--- src/design/smdf_pkg.sv ---
// ----------------------------------------------------------------------------
// smdf_pkg
// Shared types and constants of the SPI master with FIFOs and a descriptor.
// ----------------------------------------------------------------------------
package smdf_pkg;

    localparam int SEND_DEPTH_DEF  = 32;
    localparam int RECV_DEPTH_DEF  = 32;
    localparam int NUM_SELECTS_DEF = 3;

    typedef enum logic [1:0] {
        OP_READ  = 2'd0,
        OP_WRITE = 2'd1,
        OP_TICK  = 2'd2,
        OP_NONE  = 2'd3
    } t_op;

    typedef enum logic [3:0] {
        REG_TIM0   = 4'd0,
        REG_TIM1   = 4'd1,
        REG_TIM2   = 4'd2,
        REG_DESC   = 4'd3,
        REG_TIM3   = 4'd4,
        REG_SEND   = 4'd5,
        REG_GET    = 4'd6,
        REG_RSTAT  = 4'd7,
        REG_REN    = 4'd8,
        REG_RCLR   = 4'd9,
        REG_WSTAT  = 4'd10,
        REG_WEN    = 4'd11,
        REG_WCLR   = 4'd12,
        REG_INERT0 = 4'd13,
        REG_INERT1 = 4'd14,
        REG_NONE   = 4'd15
    } t_reg;

    localparam logic [31:0] DESC_KEEP_MASK = 32'h3400_0000;
    localparam logic [31:0] DESC_CS_MASK   = 32'h0003_0000;
    localparam logic [31:0] DESC_CNT_MASK  = 32'h0000_0FFF;
    localparam int          DESC_CONT_BIT  = 27;
    localparam int          DESC_SRST_BIT  = 26;
    localparam int          DESC_GET_BIT   = 25;
    localparam int          DESC_SEND_BIT  = 24;
    localparam logic [12:0] CNT_FULL       = 13'h1000;

    // Input item: op[1:0], address[9:2], write_data[41:10], miso_byte[49:42].
    localparam int IN_W  = 56;
    // Result item: read_data, access_error, mosi_valid, mosi_byte, select_line,
    // select_active, irq, tx_dma_request, rx_dma_request.
    localparam int OUT_W = 48;

endpackage

--- src/design/smdf_fifo_mem.sv ---
// ----------------------------------------------------------------------------
// smdf_fifo_mem
// Byte memory with one write port and one registered read port.
// ----------------------------------------------------------------------------
module smdf_fifo_mem #(
    parameter int DEPTH = 32,
    parameter int AW    = 5
) (
    input  logic          i_clk,
    input  logic          i_we,
    input  logic [AW-1:0] i_waddr,
    input  logic [7:0]    i_wdata,
    input  logic [AW-1:0] i_raddr,
    output logic [7:0]    o_rdata
);
    logic [7:0] r_mem [DEPTH];
    logic [7:0] r_rdata;

    always_ff @(posedge i_clk) begin
        if (i_we) begin
            r_mem[i_waddr] <= i_wdata;
        end
        r_rdata <= r_mem[i_raddr];
    end

    assign o_rdata = r_rdata;
endmodule

--- src/design/spi_master_dma_fifo_controller_unit.sv ---
// ----------------------------------------------------------------------------
// spi_master_dma_fifo_controller_unit
// SPI master register block with send and receive FIFOs and a queued
// descriptor; one bus access or one shifted byte per item.
// ----------------------------------------------------------------------------
// A result item appears in the cycle after its input item is accepted.
// Throughput: one item per cycle unless results stall; the FIFO memories are
// read ahead so that the head byte sits in a register and the next item sees
// the updated state. The output register accepts a new item while the result
// is taken. Reset is synchronous and active low; no clearing pass is needed.
module spi_master_dma_fifo_controller_unit
    import smdf_pkg::*;
#(
    parameter int SEND_DEPTH  = SEND_DEPTH_DEF,
    parameter int RECV_DEPTH  = RECV_DEPTH_DEF,
    parameter int NUM_SELECTS = NUM_SELECTS_DEF
) (
    input  logic                i_clk,
    input  logic                i_rst_n,
    input  logic                s_axis_tvalid,
    output logic                s_axis_tready,
    // operation[1:0], address[9:2], write_data[41:10], miso_byte[49:42]
    input  logic [IN_W-1:0]     s_axis_tdata,
    output logic                m_axis_tvalid,
    input  logic                m_axis_tready,
    // read_data[31:0], access_error[32], mosi_valid[33], mosi_byte[41:34],
    // select_line[43:42], select_active[44], irq[45], tx_dma_request[46],
    // rx_dma_request[47]
    output logic [OUT_W-1:0]    m_axis_tdata
);
    localparam int SAW = (SEND_DEPTH > 1) ? $clog2(SEND_DEPTH) : 1;
    localparam int RAW = (RECV_DEPTH > 1) ? $clog2(RECV_DEPTH) : 1;
    localparam int SLW = $clog2(SEND_DEPTH + 1);
    localparam int RLW = $clog2(RECV_DEPTH + 1);

    logic [1:0]  in_op;
    logic [7:0]  in_addr;
    logic [31:0] in_wd;
    logic [7:0]  in_miso;
    assign in_op   = s_axis_tdata[1:0];
    assign in_addr = s_axis_tdata[9:2];
    assign in_wd   = s_axis_tdata[41:10];
    assign in_miso = s_axis_tdata[49:42];

    logic acc;
    assign s_axis_tready = !m_axis_tvalid || m_axis_tready;
    assign acc = s_axis_tvalid && s_axis_tready;

    // State registers.
    logic [SAW-1:0] r_srd, n_srd, r_swr, n_swr;
    logic [SLW-1:0] r_slev, n_slev;
    logic [RAW-1:0] r_rrd, n_rrd, r_rwr, n_rwr;
    logic [RLW-1:0] r_rlev, n_rlev;
    logic [31:0] r_tim [4];
    logic [31:0] r_keep, n_keep;
    logic [12:0] r_qcnt, n_qcnt;
    logic r_qs, n_qs, r_qg, n_qg, r_qc, n_qc;
    logic [1:0] r_qcs, n_qcs;
    logic [12:0] r_scnt, n_scnt, r_gcnt, n_gcnt;
    logic r_fs, n_fs, r_fg, n_fg, r_fc, n_fc;
    logic [1:0] r_cs, n_cs;
    logic r_sel, n_sel;
    logic [3:0] r_rst, n_rst, r_ren, n_ren;
    logic [4:0] r_wst, n_wst, r_wen, n_wen;
    logic [OUT_W-1:0] r_out, n_out;
    logic r_ovld;

    // Memory ports; read address is the head after this item.
    logic s_we, r_we;
    logic [7:0] s_wdata, r_wdata_b;
    logic [7:0] s_mem_q, r_mem_q;

    smdf_fifo_mem #(.DEPTH(SEND_DEPTH), .AW(SAW)) u_send (
        .i_clk(i_clk), .i_we(s_we), .i_waddr(r_swr), .i_wdata(s_wdata),
        .i_raddr(n_srd), .o_rdata(s_mem_q)
    );
    smdf_fifo_mem #(.DEPTH(RECV_DEPTH), .AW(RAW)) u_recv (
        .i_clk(i_clk), .i_we(r_we), .i_waddr(r_rwr), .i_wdata(r_wdata_b),
        .i_raddr(n_rrd), .o_rdata(r_mem_q)
    );

    // Forwarding: a byte written to the slot being read shows up in the next cycle.
    logic r_sfw, r_rfw;
    logic [7:0] r_sfd, r_rfd;
    logic [7:0] s_head, r_head;
    assign s_head = r_sfw ? r_sfd : s_mem_q;
    assign r_head = r_rfw ? r_rfd : r_mem_q;

    function automatic logic [SAW-1:0] s_inc(input logic [SAW-1:0] p);
        return (SAW'(p) == SAW'(SEND_DEPTH - 1)) ? '0 : p + 1'b1;
    endfunction
    function automatic logic [RAW-1:0] r_inc(input logic [RAW-1:0] p);
        return (RAW'(p) == RAW'(RECV_DEPTH - 1)) ? '0 : p + 1'b1;
    endfunction

    always_comb begin
        logic [3:0]  off;
        logic        err;
        logic [31:0] rd;
        logic        mv;
        logic [7:0]  mo;
        logic        do_start, do_fin;
        logic        s, g;
        logic [7:0]  rx;
        n_srd = r_srd; n_swr = r_swr; n_slev = r_slev;
        n_rrd = r_rrd; n_rwr = r_rwr; n_rlev = r_rlev;
        n_keep = r_keep; n_qcnt = r_qcnt; n_qs = r_qs; n_qg = r_qg; n_qc = r_qc;
        n_qcs = r_qcs; n_scnt = r_scnt; n_gcnt = r_gcnt;
        n_fs = r_fs; n_fg = r_fg; n_fc = r_fc; n_cs = r_cs; n_sel = r_sel;
        n_rst = r_rst; n_ren = r_ren; n_wst = r_wst; n_wen = r_wen;
        s_we = 1'b0; s_wdata = in_wd[7:0]; r_we = 1'b0; r_wdata_b = 8'hFF;
        off = in_addr[5:2];
        err = 1'b0; rd = '0; mv = 1'b0; mo = 8'hFF;
        do_start = 1'b0; do_fin = 1'b0; s = 1'b0; g = 1'b0; rx = 8'hFF;
        if (acc && (in_op == OP_READ || in_op == OP_WRITE)) begin
            if (in_addr[1:0] != 2'b00 || in_addr[7:6] != 2'b00
                || off == REG_NONE) begin
                err = 1'b1;
            end else if (in_op == OP_READ) begin
                unique case (t_reg'(off))
                    REG_TIM0, REG_TIM1, REG_TIM2: rd = r_tim[off[1:0]];
                    REG_TIM3: rd = r_tim[3];
                    REG_DESC: begin
                        rd = r_keep | {19'd0, r_qcnt};
                        rd[17:16] = r_qcs;
                        rd[DESC_SEND_BIT] = r_qs;
                        rd[DESC_GET_BIT] = r_qg;
                        rd[DESC_CONT_BIT] = r_qc;
                    end
                    REG_GET: begin
                        if (r_rlev == '0) begin
                            rd = 32'h0000_00FF;
                            do_start = 1'b1;
                        end else begin
                            rd = {24'd0, r_head};
                            n_rrd = r_inc(r_rrd);
                            n_rlev = r_rlev - 1'b1;
                            do_fin = 1'b1;
                        end
                    end
                    REG_RSTAT: rd = {28'd0, r_rst};
                    REG_REN:   rd = {28'd0, r_ren};
                    REG_WSTAT: rd = {27'd0, r_wst};
                    REG_WEN:   rd = {27'd0, r_wen};
                    default:   rd = '0;
                endcase
            end else begin
                unique case (t_reg'(off))
                    REG_DESC: begin
                        n_keep = in_wd & DESC_KEEP_MASK;
                        n_qcnt = (in_wd[11:0] == 12'd0) ? CNT_FULL
                                                        : {1'b0, in_wd[11:0]};
                        n_qcs = in_wd[17:16];
                        n_qs = in_wd[DESC_SEND_BIT];
                        n_qg = in_wd[DESC_GET_BIT];
                        n_qc = in_wd[DESC_CONT_BIT];
                        if (in_wd[DESC_SRST_BIT] && (r_fs || r_fg)) begin
                            n_fs = 1'b0; n_fg = 1'b0; n_sel = 1'b0;
                            if (r_fg) n_wst[4] = 1'b1;
                        end
                        do_start = 1'b1;
                    end
                    REG_SEND: begin
                        if (r_slev < SLW'(SEND_DEPTH)) begin
                            s_we = 1'b1;
                            n_swr = s_inc(r_swr);
                            n_slev = r_slev + 1'b1;
                        end
                        n_rst[1] = 1'b1;
                        do_start = 1'b1;
                    end
                    REG_REN:  n_ren = in_wd[3:0];
                    REG_RCLR: n_rst = r_rst & ~in_wd[3:0];
                    REG_WEN:  n_wen = in_wd[4:0];
                    REG_WCLR: n_wst = r_wst & ~in_wd[4:0];
                    default: ;
                endcase
            end
        end
        // Start of a queued transfer.
        if ((do_start || (acc && in_op == OP_TICK)) && r_scnt == '0
            && r_gcnt == '0 && n_rlev == '0 && n_qcnt != '0 && (n_qs || n_qg)) begin
            if (n_cs != n_qcs && (n_fs || n_fg)) begin
                n_sel = 1'b0;
                if (n_fg) n_wst[4] = 1'b1;
            end
            n_fs = n_qs; n_fg = n_qg; n_fc = n_qc; n_cs = n_qcs;
            n_scnt = n_qs ? n_qcnt : 13'd0;
            n_gcnt = n_qg ? n_qcnt : 13'd0;
            n_qs = 1'b0; n_qg = 1'b0;
        end
        if (acc && in_op == OP_TICK && (n_fs || n_fg)
            && !(n_fg && (n_gcnt == '0 || r_rlev >= RLW'(RECV_DEPTH)))
            && !(n_fs && (n_scnt == '0 || r_slev == '0))) begin
            s = n_fs; g = n_fg;
            if (s) begin
                mo = s_head;
                n_srd = s_inc(r_srd);
                n_slev = r_slev - 1'b1;
                n_scnt = n_scnt - 1'b1;
            end
            if (32'(n_cs) < NUM_SELECTS) begin
                rx = in_miso;
                n_sel = 1'b1;
            end
            if (g) begin
                r_we = 1'b1; r_wdata_b = rx;
                n_rwr = r_inc(r_rwr);
                n_rlev = r_rlev + 1'b1;
                n_gcnt = n_gcnt - 1'b1;
                n_wst[1] = 1'b1;
            end
            mv = 1'b1;
            do_fin = 1'b1;
        end
        if (do_fin && n_scnt == '0 && n_gcnt == '0 && n_rlev == '0) begin
            s = n_fs; g = n_fg;
            if (!n_fc && (n_fs || n_fg)) begin
                n_fs = 1'b0; n_fg = 1'b0; n_sel = 1'b0;
                if (g) n_wst[4] = 1'b1;
            end
            if (s) n_rst[0] = 1'b1;
            if (g) n_wst[0] = 1'b1;
        end
        n_out = {n_fg && n_rlev != '0,
                 n_fs && n_scnt != '0 && n_slev < SLW'(SEND_DEPTH),
                 |(n_rst & n_ren) || |(n_wst & n_wen),
                 n_sel, n_cs, mo, mv, err, rd};
    end

    always_ff @(posedge i_clk) begin
        r_sfw <= s_we && (r_swr == n_srd);
        r_sfd <= s_wdata;
        r_rfw <= r_we && (r_rwr == n_rrd);
        r_rfd <= r_wdata_b;
        if (acc) r_out <= n_out;
        if (!i_rst_n) begin
            r_srd <= '0; r_swr <= '0; r_slev <= '0;
            r_rrd <= '0; r_rwr <= '0; r_rlev <= '0;
            r_tim <= '{default: '0};
            r_keep <= '0; r_qcnt <= '0; r_qs <= 1'b0; r_qg <= 1'b0; r_qc <= 1'b0;
            r_qcs <= '0; r_scnt <= '0; r_gcnt <= '0;
            r_fs <= 1'b0; r_fg <= 1'b0; r_fc <= 1'b0; r_cs <= '0; r_sel <= 1'b0;
            r_rst <= 4'h1; r_ren <= '0; r_wst <= 5'h11; r_wen <= '0;
            r_ovld <= 1'b0;
        end else begin
            r_srd <= n_srd; r_swr <= n_swr; r_slev <= n_slev;
            r_rrd <= n_rrd; r_rwr <= n_rwr; r_rlev <= n_rlev;
            if (acc && in_op == OP_WRITE && in_addr[1:0] == 2'b00
                && in_addr[7:6] == 2'b00) begin
                if (in_addr[5:2] == REG_TIM0) r_tim[0] <= in_wd;
                if (in_addr[5:2] == REG_TIM1) r_tim[1] <= in_wd;
                if (in_addr[5:2] == REG_TIM2) r_tim[2] <= in_wd;
                if (in_addr[5:2] == REG_TIM3) r_tim[3] <= in_wd;
            end
            r_keep <= n_keep; r_qcnt <= n_qcnt; r_qs <= n_qs; r_qg <= n_qg;
            r_qc <= n_qc; r_qcs <= n_qcs; r_scnt <= n_scnt; r_gcnt <= n_gcnt;
            r_fs <= n_fs; r_fg <= n_fg; r_fc <= n_fc; r_cs <= n_cs; r_sel <= n_sel;
            r_rst <= n_rst; r_ren <= n_ren; r_wst <= n_wst; r_wen <= n_wen;
            if (acc) r_ovld <= 1'b1;
            else if (m_axis_tready) r_ovld <= 1'b0;
        end
    end

    assign m_axis_tvalid = r_ovld;
    assign m_axis_tdata  = r_out;
endmodule

--- config.mk ---
export PLATFORM = sky130hd
export DESIGN_NAME = spi_master_dma_fifo_controller_unit
export DESIGN_NICKNAME = d
export VERILOG_FILES = /design/src/design/smdf_pkg.sv /design/src/design/smdf_fifo_mem.sv /design/src/design/spi_master_dma_fifo_controller_unit.sv
export SDC_FILE = /design/constraint.sdc
export NUM_CORES = 1
export LEC_CHECK = 0
export ABC_AREA = 1
export ABC_CLOCK_PERIOD_IN_PS = 10200
export BUFFER_PORTS_ARGS = -buffer_cell sky130_fd_sc_hd__buf_2
export CAP_MARGIN = 20
export CORE_MARGIN = 2
export CORE_UTILIZATION = 56
export DETAILED_ROUTE_END_ITERATION = 16
export PLACE_DENSITY = 0.79
export SETUP_SLACK_MARGIN = 0.05
export SLEW_MARGIN = 10
export SYNTH_ARGS = -nofsm -noshare
export SYNTH_HDL_FRONTEND = slang
export SYNTH_HIERARCHICAL = 1
export SYNTH_SLANG_ARGS = --single-unit
--- constraint.sdc ---
create_clock -name i_clk -period 10.2 [get_ports i_clk]
set_clock_uncertainty 0.05 [all_clocks]
set_input_delay 0.51 -clock i_clk [delete_from_list [all_inputs] [get_ports i_clk]]
set_output_delay 0.51 -clock i_clk [all_outputs]
set_load 0.1 [all_outputs]
==> results.md <==
Yosys:
- The leading register cell type out of synthesis is edfxtp_1.
- The cell type contributing the most total cell area after synthesis is edfxtp_1.
- The total nets after synthesis is between 4000 and 5000.
- Counting flops and latches in the post-synthesis netlist gives slightly above 800.
- The unique cell type count in the Yosys netlist is 57.
- In the post-synthesis netlist, the biggest area contributors are edfxtp_1 (46%), dfxtp_1 (15%), nand2_1 (11%), nand3_1 (6.5%), inv_1 (3.2%).
- The area of the mapped netlist is between 30000 and 40000 um2.
- The number of synthesized flops with an enable pin is 560.
- After synthesis, the mean cell area works out to 9.330 um2.
- Sequential cells were found to cover ~60% of the synthesized design area.
- During synthesis, Yosys emitted a total of 6 warnings.
- After synthesis, the largest area contributor takes up 45.92% of total cell area.
- After technology mapping, the gate count stands at around 3900.
- In the synthesized netlist the async set-or-reset flop fraction comes to 0%.

Critical path:
- The critical path buffer and inverter count is 6.
- Among all stages on the critical path, the largest delay is contributed by buf_4.
- For this run, the slowest stage of the critical path takes between 0.6 and 0.7 ns.
- The required time at the worst-slack endpoint is 10.72 ns.
- The critical path endpoint category is a register.
- The critical path in this run is classified as input pin to register.
- The maximum fanout along the worst path is 66.
- The cell that appears most often on the critical path is nand2_1.
- The cell family contributing the most delay on the critical path is simple AND/OR/NAND/NOR gates.
- The kind of start point of the critical path is an input pin.
- Data on the critical path arrives at its endpoint at approximately 8 ns.

Status:
- The run finished with clean final reports.

CTS:
- The later-pin clock latency in the skew report is approximately 0.63 ns.
- The count of cells resized by post-cts repair is 0.
- The number of hold buffers added after cts is 0.
- After clock tree synthesis, the clock-pin slew on the worst setup and hold paths is about 0.06 ns.
- CTS saw 826 sinks.
- Counting the buffers created by CTS gives 80.
- The number of setup buffers added after CTS is 0.
- Counting along the longest clock path gives a buffer depth of 3.
- The clock tree from TritonCTS is yes.
- The cell sitting at the root of the clock tree is a clkbuf_16.
- The number of H-tree levels is 3.

Global routing:
- The first global-routing pass estimated 139900 um of wire.
- The number of global-route vias before repair came to between 20000 and 30000.
- The global-route usage over all layers is between 20% and 30%.
- The initial antenna violation count is 4.
- Global routing finished with a remaining overflow of 0.
- The largest net degree at the start of global routing is around 110.

Power:
- The reported leakage power is 15.48 nW.
- VDD sags by at most between 0.1 and 0.15 mV.
- The power density over cell area is 164.9 nW/um2.

Cells and area:
- The final layout contains around 4000 nets.
- The area occupied by registers is 22140 um2.
- The multi-input logic area is 12010 um2.
- Cells with a size suffix above 1 make up a little under a tenth of the layout.
- The growth of design area from synthesis to finish is 9.307%.
- The count of filler cells inserted in the layout is 5084.
- The finished layout holds approximately 4900 standard cells, fillers aside.
- Cells fill around three fifths of the core in the end.

Detailed routing:
- In this run the remaining antenna-violating nets after routing total 0.
- The routed wirelength normalized by instance count is 18.52 um.
- The number of DRC markers in iteration 0 is 3683.
- The iteration count of the initial detailed-routing pass is 9.
- The detailed-route DRC error count is 0.
- Summing over every cut layer, the via total after detailed routing is between 20000 and 30000.
- For this block, the routed nets add up to around 90000 um of wire.
- The number of vias per cell after detailed routing is around 5.7.

Timing:
- The final number of max-transition violations is 0.
- The number of failing hold endpoints at the final stage was 0.
- Hold timing on the final database bottoms out at a slack of about 0.12 ns.
- Setup repair after global routing left no endpoint under its margin.
- The count of endpoints failing setup in the final report is 0.
- Static timing analysis puts the maximum clock frequency at 133.3 MHz.
- Headroom to the max-slew limit came out at between 20% and 30%.
- At the pin with the least slew margin, the transition time is between 1 and 1.5 ns.
- For the final routed database, the setup TNS stands at 0 ns.
- The minimum clock period is 7.504 ns.
- The worst path uses 73.57% of the clock period.

Floorplanning:
- After floorplanning, the core was sized to cover 64580 um2.
- The die is 259.7 um wide.
- The effective utilization at floorplan is a little under three fifths.
- In this run the core area contains 93 standard-cell rows.
- The full die area is 67450 um2.
- 110 I/O pins were placed.
- In this run the vertical extent of the chip is approximately 260 um.

Place:
- Port buffering added roughly 100 buffers.
- The global placer's final weighted congestion is about 0.90.
- Once placement completed, the tool counted placed cells totaling 4719.
- The final HPWL from detailed placement is around 55000 um.

Job:
- The number of maximum-capacitance constraint violations is 0.

Min path:
- The class of the tightest hold or removal check is input pin to register.
cells by family after synthesis:
logic type               after synthesis  share of synthesized area [%]
buffers and inverters                542                          6.991
multiplexers                          16                         0.4578
XOR/XNOR                              16                         0.3827
AO/OA/AOI/OAI                        525                          7.797
flip-flops                           826                          60.46
AND/OR/NAND/NOR                     1984                          23.36
adder cells (fa/ha/maj)               16                         0.5467
layer usage:
layer	part of all wire [%]	GRT usage (%)
met1	41	36.00
met2	48	42.87
met3	9.1	4.795
met4	2.5	8.142
met5	0	0
metrics by stage:
stage / total power [mW] / cell area [um2] / setup WS [ns]
floorplan: 3.743 / 36620 / 4.213
global placement: 3.807 / 37300 / 2.372
detailed placement: 3.810 / 37340 / 2.273
CTS: 6.618 / 39850 / 2.861
global route: 6.766 / 40030 / 2.186
finish: 6.601 / 40030 / 2.696
tightest hold or removal path, stage by stage:
cell and delay, ns:
buf_2 0.12, nor2_1 0.05, nor2_1 0.09
power breakdown:
| group | total (mW) | internal (mW) | switching [mW] | leakage, nW |
|---|---|---|---|---|
| Combinational | 0.177 | 0.0278 | 0.149 | 6.31 |
| Clock | 2.86 | 1.61 | 1.25 | 1.22 |
| Sequential | 3.56 | 3.56 | 0.00286 | 7.94 |
| Total | 6.60 | 5.20 | 1.40 | 15.5 |
synthesized netlist by cell type, types with 38 or more instances:
cell type / n
o21ai_0: 223
edfxtp_1: 560
buf_6: 57
nand3_1: 473
clkbuf_1: 87
nand2_1: 1101
buf_2: 38
dfxtp_1: 266
nor2_1: 269
a21oi_1: 194
inv_1: 313
nand4_1: 47
layout make-up:
cell class / count / area share, %
Antenna cell: 4 / 0.02501
Clock buffer: 117 / 5.683
Clock inverter: 29 / 0.6064
Inverter: 340 / 3.198
Multi-Input combinational cell: 2557 / 30.01
Sequential cell: 826 / 55.31
Tap cell: 855 / 2.673
Timing Repair Buffer: 148 / 2.488
flip-flops by register name, summed over array words and instances, names as in the netlist, 3 cells and up:
register	cells
r_rrd	5
r_rfd	8
r_tim	128
r_qcnt	13
r_swr	5
u_recv/r_mem	256
u_send/o_rdata	8
r_gcnt	13
m_axis_tdata	48
r_rwr	5
r_rlev	6
r_ren	4
r_slev	6
r_scnt	13
u_recv/o_rdata	8
r_wen	5
u_send/r_mem	256
r_wst	5
r_keep	3
r_rst	4
r_srd	5
r_sfd	8
worst paths after layout:
kind                                       start                 to  slack, ns  cells past startpoint
worst max-delay path             s_axis_tdata[6]  u_send/o_rdata[4]       2.70                     31
worst min-delay path            s_axis_tdata[38]         r_keep[28]       0.12                      3
worst max register to register     m_axis_tvalid  u_send/o_rdata[4]       2.85                     31
worst min register to register          r_tim[5]           r_tim[5]       0.39                      2
layout by cell type, fill, tap and decap left out, drive strengths merged, types with 3 or more instances in the layout:
cell type  count
a21oi        196
a221oi         9
a22oi         20
a31oi         16
buf          148
clkbuf       117
clkinv        25
dfxtp        266
diode          4
edfxtp       560
ha            16
inv          341
mux2           6
mux2i         10
nand2       1127
nand3        478
nand3b         3
nand4         50
nor2         294
nor3          21
nor3b          3
o21a           3
o21ai        240
o221ai         8
o22ai         23
or2            4
xor2          14
Power figures use the tool's default switching activity.
